[src/hw/rtl/circle_vs_box_or_circle_collision_defines.svh]
// assertion macros for the circle vs body collision block
// included by the top level; no other dependencies
`ifndef CIRCLE_VS_BOX_OR_CIRCLE_COLLISION_DEFINES_SVH
`define CIRCLE_VS_BOX_OR_CIRCLE_COLLISION_DEFINES_SVH

// same-cycle implication
`define CVB_ASSERT_IMPL(label, clk, rst, ante, cons) \
   label: assert property (@(posedge clk) disable iff (rst) (ante) |-> (cons)) \
      else $error("collision block assertion failed");

// next-cycle implication
`define CVB_ASSERT_NEXT(label, clk, rst, ante, cons) \
   label: assert property (@(posedge clk) disable iff (rst) (ante) |=> (cons)) \
      else $error("collision block assertion failed");

`endif

[src/hw/rtl/cvb_pkg.sv]
// widths, constants and pipeline sideband type for the collision block
// used by every module of the block; depends on nothing
package cvb_pkg;

   localparam int COORD_WIDTH = 24;
   localparam int FRAC_BITS   = 12;
   localparam int EXTRA_BITS  = 32 - COORD_WIDTH;
   localparam int NORM_FRAC   = 15;
   localparam int NORM_W      = 16;
   localparam int ROOT_W      = COORD_WIDTH + EXTRA_BITS;
   localparam int SQ_W        = 2 * ROOT_W;
   localparam int NUM_W       = COORD_WIDTH + NORM_FRAC + EXTRA_BITS;
   localparam int Q_W         = NORM_FRAC + 1;

   localparam logic signed [NORM_W-1:0] NORM_MAX = 16'sh7FFF;
   localparam logic [COORD_WIDTH-1:0] PEN_ONE = COORD_WIDTH'(1) << FRAC_BITS;

   typedef struct packed {
      logic                   valid;
      logic                   hit;
      logic                   zero;
      logic                   box;
      logic                   one_clamp;
      logic                   neg_x;
      logic                   neg_y;
      logic [COORD_WIDTH-1:0] ax;
      logic [COORD_WIDTH-1:0] ay;
      logic [COORD_WIDTH-1:0] lim;
      logic [ROOT_W-1:0]      root;
   } side_type;

endpackage

[src/hw/rtl/cvb_div.sv]
// pipelined restoring divider for one normal component, one quotient bit per stage
// depends on cvb_pkg
module cvb_div
   import cvb_pkg::*;
(
   input  logic              clock,
   input  logic              enable,
   input  logic [NUM_W-1:0]  num,
   input  logic [ROOT_W-1:0] den,
   output logic [Q_W-1:0]    quot
);

   logic [NUM_W-1:0]  rem_ff  [Q_W];
   logic [ROOT_W-1:0] den_ff  [Q_W];
   logic [Q_W-1:0]    quot_ff [Q_W];

   for (genvar k = 0; k < Q_W; k++) begin : g_stage
      localparam int B = Q_W - 1 - k;
      logic [NUM_W-1:0]  rem_prev;
      logic [ROOT_W-1:0] den_prev;
      logic [Q_W-1:0]    quot_prev;
      logic [NUM_W:0]    shifted;
      logic [NUM_W-1:0]  rem_in;
      logic [Q_W-1:0]    quot_in;

      if (k == 0) begin : g_first
         assign rem_prev  = num;
         assign den_prev  = den;
         assign quot_prev = '0;
      end else begin : g_next
         assign rem_prev  = rem_ff[k-1];
         assign den_prev  = den_ff[k-1];
         assign quot_prev = quot_ff[k-1];
      end

      assign shifted = (NUM_W+1)'(den_prev) << B;

      always_comb begin
         if ({1'b0, rem_prev} >= shifted) begin
            rem_in  = NUM_W'({1'b0, rem_prev} - shifted);
            quot_in = quot_prev | (Q_W'(1) << B);
         end else begin
            rem_in  = rem_prev;
            quot_in = quot_prev;
         end
      end

      always_ff @(posedge clock) begin
         if (enable) begin
            rem_ff[k]  <= rem_in;
            den_ff[k]  <= den_prev;
            quot_ff[k] <= quot_in;
         end
      end
   end

   assign quot = quot_ff[Q_W-1];

endmodule

[config.mk]
export PLATFORM = sky130hd
export DESIGN_NAME = cvb_div
export DESIGN_NICKNAME = d
export VERILOG_FILES = /design/src/hw/rtl/circle_vs_box_or_circle_collision_defines.svh /design/src/hw/rtl/cvb_pkg.sv /design/src/hw/rtl/cvb_div.sv
export SDC_FILE = /design/constraint.sdc
export NUM_CORES = 2
export LEC_CHECK = 0
export BUFFER_PORTS_ARGS = -buffer_cell sky130_fd_sc_hd__buf_2
export CELL_PAD_IN_SITES_DETAIL_PLACEMENT = 0
export CELL_PAD_IN_SITES_GLOBAL_PLACEMENT = 1
export CORE_MARGIN = 4
export CORE_UTILIZATION = 56
export DETAILED_ROUTE_END_ITERATION = 8
export HOLD_SLACK_MARGIN = 0.12
export PLACE_DENSITY_LB_ADDON = 0.1
export SETUP_SLACK_MARGIN = 0.2
export SLEW_MARGIN = 5
export SYNTH_ARGS = -nofsm -noshare
export SYNTH_HDL_FRONTEND = slang
export SYNTH_SLANG_ARGS = --single-unit
[constraint.sdc]
create_clock -name clock -period 7.22 [get_ports clock]
set_clock_uncertainty 0.2 [all_clocks]
set_input_delay 1.444 -clock clock [delete_from_list [all_inputs] [get_ports clock]]
set_output_delay 1.444 -clock clock [all_outputs]
set_load 0.05 [all_outputs]
== Word level (Yosys, flattened, before mapping) ==
Memory sizes are Yosys's and may differ from the RTL's.
Cells that the tools add are included.

* Flip-flop bits (word level): 0
* Latch bits: 0
* Bits in writable memories: 1520
* Bits in read-only memories: 0
* Bits of input ports: 81
* Output and inout bits: 16
* Logic and storage cells: 69
* Memories: 3

* Add/subtract/negate cells: 16
* Multipliers: 0
* Divide/modulo/power cells: 0
* Order comparisons: 16
* Equal/unequal tests: 0
* Shifts and indexed selects: 0
* Mux-type cells: 34
* Bitwise operators: 0
* Reductions and logical operators: 0

{| class="wikitable"
|+ Memory list
! name !! depth !! width !! read ports !! clocked after Yosys merged registers in !! wr ports !! line !! text
|-
| rem_ff || 16 || 47 || 15 || 0 || 16 || cvb_div.sv:13 || <nowiki>logic [NUM_W-1:0] rem_ff [Q_W];</nowiki>
|-
| den_ff || 16 || 32 || 15 || 0 || 16 || cvb_div.sv:14 || <nowiki>logic [ROOT_W-1:0] den_ff [Q_W];</nowiki>
|-
| quot_ff || 16 || 16 || 16 || 0 || 16 || cvb_div.sv:15 || <nowiki>logic [Q_W-1:0] quot_ff [Q_W];</nowiki>
|}

{| class="wikitable"
|+ Operator list
! cell !! count
|-
| $mux W47 || 16
|-
| $ge A47 B32 Y1 || 1
|-
| $ge A47 B33 Y1 || 1
|-
| $ge A47 B34 Y1 || 1
|-
| $ge A47 B35 Y1 || 1
|-
| $ge A47 B36 Y1 || 1
|-
| $ge A47 B37 Y1 || 1
|-
| $ge A47 B38 Y1 || 1
|-
| $ge A47 B39 Y1 || 1
|-
| $ge A47 B40 Y1 || 1
|-
| $ge A47 B41 Y1 || 1
|-
| $ge A47 B42 Y1 || 1
|-
| $ge A47 B43 Y1 || 1
|-
| $ge A47 B44 Y1 || 1
|-
| $ge A47 B45 Y1 || 1
|-
| $ge A47 B46 Y1 || 1
|-
| $ge A47 B47 Y1 || 1
|-
| $sub A47 B32 Y47 || 1
|-
| $sub A47 B33 Y47 || 1
|-
| $sub A47 B34 Y47 || 1
|-
| $sub A47 B35 Y47 || 1
|-
| $sub A47 B36 Y47 || 1
|-
| $sub A47 B37 Y47 || 1
|-
| $sub A47 B38 Y47 || 1
|-
| other kinds (25) || 27
|}

== Logic depth before layout (Yosys ltp) ==
An unclocked memory read counts as a cell.

* Word-level depth: 3
* Gate-level depth with buffers: 17
* Gate-level depth less buffers: 14

== Worst setup path before layout ==
Ideal clock, no wire load.

* Kind: input to register
* Start point: input num[15]
* End point: memory rem_ff[0][16] (netlist bit), data pin
* Setup time: 260 ps
* Arrival time: 4327 ps
* Required time: 6760 ps
* Path slack: 2434 ps
* Stages: 13
* Buffers on the path: 1
* Cells stage by stage: inv_1 -> ha_1 -> inv_1 -> fa_1 -> a211oi_1 -> nor2_1 -> or4_1 -> a41oi_1 -> o31ai_1 -> a31oi_1 -> o311ai_1 -> clkbuf_1 -> mux2_2

{| class="wikitable"
|+ RTL lines
! element !! line !! text
|-
| start: declaration || cvb_div.sv:8 || <nowiki>input logic [NUM_W-1:0] num,</nowiki>
|-
| end: declaration || cvb_div.sv:13 ||
|}

==> metrics.txt <==
# TYPE chip_impl_metric gauge
chip_impl_metric{name="finalMaxSlewViolations",unit=""} 0
chip_impl_metric{name="synth_top_cell_area_share",unit="%"} 53.2
chip_impl_info{name="worstHoldPathType",value="register to register"} 1
chip_impl_metric{name="worst_ir_drop_vdd",unit="V"} 0.000266
chip_impl_metric{name="n_antenna_cell",unit=""} 0
chip_impl_metric{name="detail_route.first_pass.iterations",unit=""} 8
chip_impl_metric{name="tightest_slew",unit="ns"} 1.24
chip_impl_metric{name="vias_per_cell",unit=""} 5.82
chip_impl_metric{name="numCtsBuffers",unit=""} 149
chip_impl_info{name="startpoint_kind_of_the_worst_setup_timing_path",value="register"} 1
chip_impl_metric{name="postLayoutCoreUtil",unit="%"} 62.0
chip_impl_info{name="final_common_cell",value="sky130_fd_sc_hd__edfxtp_1"} 1
chip_impl_metric{name="area_after_dpl",unit="µm²"} 77100
chip_impl_metric{name="cts_num_sinks",unit=""} 1321
chip_impl_metric{name="power.density_cell_area",unit="nW/µm²"} 406
chip_impl_metric{name="seqPwrFrac",unit="%"} 36.9
chip_impl_metric{name="number_of_setup_violations_in_the_final_report",unit=""} 0
chip_impl_metric{name="power_share_of_the_clock_group",unit="%"} 21.9
chip_impl_info{name="setup.worst_path.class",value="register to register"} 1
chip_impl_metric{name="achievable-frequency",unit="GHz"} 0.195
chip_impl_metric{name="antenna_found_initial",unit=""} 0
chip_impl_info{name="tritoncts",value="built"} 1
chip_impl_metric{name="layout.area.seq",unit="µm²"} 39700
chip_impl_metric{name="yosys_register_bits",unit=""} 1321
chip_impl_metric{name="timing.critical_path.arrival",unit="ns"} 5.42
chip_impl_metric{name="route.vias.total",unit=""} 50700
chip_impl_metric{name="distinct_cell_type_count_after_synthesis",unit=""} 89
chip_impl_metric{name="aggregate_global_routing_overflow",unit=""} 0
chip_impl_metric{name="slowest_delay",unit="ns"} 0.93
chip_impl_metric{name="cp_data_required_time",unit="ns"} 7.51
chip_impl_metric{name="finalCriticalPeriod",unit="ns"} 5.13
chip_impl_metric{name="timing.max_slew.rel_slack",unit="%"} 17.2
chip_impl_metric{name="setup_tns",unit="ns"} 0
chip_impl_info{name="worst_path_most_repeated_cell",value="sky130_fd_sc_hd__o21ai_0"} 1
chip_impl_metric{name="grt_max_degree",unit=""} 185
chip_impl_metric{name="timing.critical_path.fanout_max",unit=""} 56
chip_impl_metric{name="area_of_the_mapped_netlist",unit="µm²"} 74600
chip_impl_metric{name="swShare",unit="%"} 36.2
chip_impl_info{name="yosysTopAreaCell",value="sky130_fd_sc_hd__edfxtp_1"} 1
chip_impl_metric{name="layout_overhead_on_the_synthesized_area",unit="%"} 9.66
chip_impl_metric{name="coreArea",unit="µm²"} 132000
chip_impl_metric{name="synth_fp_nets",unit=""} 7354
chip_impl_info{name="clockRootBuffer",value="sky130_fd_sc_hd__clkbuf_16"} 1
chip_impl_metric{name="detailedPlacementHpwl",unit="mm"} 133
chip_impl_metric{name="post-route-drc-count",unit=""} 0
chip_impl_info{name="layout_common_cells",value="sky130_fd_sc_hd__edfxtp_1 (1321), sky130_fd_sc_hd__inv_1 (643), sky130_fd_sc_hd__a21oi_1 (631), sky130_fd_sc_hd__ha_1 (512), sky130_fd_sc_hd__nor2_1 (456)"} 1
chip_impl_metric{name="drt_iter0_drc",unit=""} 2833
chip_impl_metric{name="die_h",unit="µm"} 373
chip_impl_metric{name="synth-async-reset-ratio",unit="%"} 0
chip_impl_metric{name="finalCritPeriodShare",unit="%"} 71.1
chip_impl_metric{name="core.rowCount",unit=""} 133
chip_impl_metric{name="power_share_of_the_combinational_group",unit="%"} 41.3
chip_impl_metric{name="portBuffers",unit=""} 96
chip_impl_metric{name="nNetsFinal",unit=""} 7463
chip_impl_metric{name="drv.max_cap_violation_count",unit=""} 0
chip_impl_metric{name="post-cts-setup-buffers",unit=""} 0
chip_impl_metric{name="finish.instance_area",unit="µm²"} 81800
chip_impl_metric{name="clk_pin_slew_worst_paths",unit="ns"} 0.06
chip_impl_metric{name="sequential_share_of_the_synthesized_area",unit="%"} 53.2
chip_impl_metric{name="finalHoldWorstSlack",unit="ns"} 0.204
chip_impl_metric{name="cell_internal_pwr",unit="µW"} 21200
chip_impl_metric{name="ios",unit=""} 97
chip_impl_metric{name="global_route.usage.total",unit="%"} 24.6
chip_impl_metric{name="count_of_warnings_emitted_by_yosys",unit=""} 0
chip_impl_info{name="synth.area.top_cells",value="sky130_fd_sc_hd__edfxtp_1 (53%), sky130_fd_sc_hd__ha_1 (8.6%), sky130_fd_sc_hd__a21oi_1 (4.2%), sky130_fd_sc_hd__xnor2_1 (3.7%), sky130_fd_sc_hd__inv_1 (3.2%)"} 1
chip_impl_metric{name="first_pass_grt_wire_length",unit="mm"} 272
chip_impl_metric{name="die_w",unit="µm"} 373
chip_impl_metric{name="floorplan.die_area",unit="µm²"} 139000
chip_impl_metric{name="p_leak",unit="µW"} 0.0330
chip_impl_metric{name="cts_buffer_depth",unit=""} 3
chip_impl_metric{name="filler_cell_count",unit=""} 10600
chip_impl_metric{name="multiInputGateArea",unit="µm²"} 31900
chip_impl_metric{name="syn_inst",unit=""} 6746
chip_impl_metric{name="cts-hold-fix-buffers",unit=""} 0
chip_impl_metric{name="drive_gt1_share",unit="%"} 7.28
chip_impl_metric{name="clk-insertion-delay-late",unit="ns"} 0.78
chip_impl_metric{name="wire_per_inst",unit="µm"} 19.9
chip_impl_info{name="yosys_most_used_dff",value="sky130_fd_sc_hd__edfxtp_1"} 1
chip_impl_metric{name="power_switching",unit="µW"} 12000
chip_impl_info{name="rsz0062_at_grt",value="false"} 1
chip_impl_metric{name="synth-edff-count",unit=""} 1321
chip_impl_metric{name="grt_pass1_vias",unit=""} 51300
chip_impl_metric{name="cts_resized",unit=""} 0
chip_impl_metric{name="report.final.hold_viol_count",unit=""} 0
chip_impl_metric{name="finalWeightedCongestion",unit=""} 0.940
chip_impl_info{name="result_of_the_run",value="complete, no violations"} 1
chip_impl_metric{name="post_synth.cell_area_avg",unit="µm²"} 11.1
chip_impl_metric{name="route.final.wire_length",unit="mm"} 173
chip_impl_metric{name="power",unit="µW"} 33200
chip_impl_info{name="standard_cell_with_the_maximum_stage_delay_on_the_critical_path",value="sky130_fd_sc_hd__a21o_2"} 1
chip_impl_info{name="crit_path_cell_trace",value="ha_1, inv_1, fa_1, a211oi_1, o21ai_0, a21oi_1, o21ai_0, a41oi_1, o21ai_0, a21o_2, nand2_1, a2111oi_0, xor2_1"} 1
chip_impl_metric{name="cts_htree_levels",unit=""} 4
chip_impl_metric{name="initial_core_util",unit="%"} 56.5
chip_impl_metric{name="detail-route-antenna-nets",unit=""} 0
chip_impl_info{name="cp-end-kind",value="register"} 1
==> Yosys cell counts (93+ instances only) <==
cell	number
sky130_fd_sc_hd__xnor2_1	318
sky130_fd_sc_hd__clkbuf_1	150
sky130_fd_sc_hd__ha_1	512
sky130_fd_sc_hd__nand4_1	93
sky130_fd_sc_hd__o21ai_0	375
sky130_fd_sc_hd__nor2_1	457
sky130_fd_sc_hd__nand3_1	111
sky130_fd_sc_hd__mux2_2	112
sky130_fd_sc_hd__inv_1	645
sky130_fd_sc_hd__edfxtp_1	1321
sky130_fd_sc_hd__xor2_1	199
sky130_fd_sc_hd__a21o_1	310
sky130_fd_sc_hd__nand2_1	429
sky130_fd_sc_hd__a21oi_1	632
==> registers in the layout (all words and copies together) (netlist names) <==
| name | cells |
|---|---|
| den_ff | 480 |
| rem_ff | 705 |
| quot_ff | 136 |
==> final cells by class <==
type | instances | area share, %
well taps | 1755 | 2.68
flip-flops and latches | 1321 | 48.5
inverters | 646 | 2.96
clock inverters | 87 | 1.05
clock buffers | 177 | 4.69
repair buffers | 130 | 1.06
multi-input cells | 4607 | 39.1
==> power groups by stage <==
stage	Clock [µW]	Combinational [µW]	Sequential [µW]
after detailed placement	0	13500	12400
final	7250	13700	12200
after global placement	0	13400	12300
after floorplan	0	10500	11900
after CTS	7420	13600	12200
after global routing	7760	15200	12400
==> per-layer routing <==
metal / wire length (µm) / GRT usage (%)
met1: 61500 / 24.6
met2: 95200 / 48.5
met3: 5670 / 3.29
met4: 10900 / 13.9
met5: 0 / 0
==> worst max-delay path, delay by kind of cell, from the launching register on <==
kind | cells | cell delay, ns
compound gates | 8 | 3.38
xor+xnor | 1 | 0.12
fa+ha+maj | 2 | 0.47
buf+inv | 1 | 0.07
flops | 1 | 0.40
simple gates | 1 | 0.22
==> path summary, 6_finish.rpt <==
path / startpoint / end / slack [ns] / cells after the start
hold reg to reg: quot_ff[4][13] / quot_ff[4][29] / 0.20 / 0
setup reg to reg: den_ff[0][96] / rem_ff[0][233] / 2.09 / 13
hold / removal: quot_ff[4][13] / quot_ff[4][29] / 0.20 / 0
setup / recovery: den_ff[0][96] / rem_ff[0][233] / 2.09 / 13
==> through the flow <==
step | worst slack [ns] | instances
3_3_place_gp | 1.42 | 8458
5_1_grt | 1.75 | 8723
3_5_place_dp | 1.43 | 8459
4_1_cts | 2.04 | 8723
6_report | 2.09 | 8723
2_1_floorplan | 2.43 | 6746
==> cell families after synthesis <==
family                     synth area share (%)
xor gates and xnor gates                   6.07
and+or+nand+nor                            10.4
AOI/OAI and AO/OA                          15.4
muxes                                      1.76
DFF                                        53.2
buffers and inverters                      4.14
adders and majority gates                  8.99
Power figures use the tool's default switching activity.
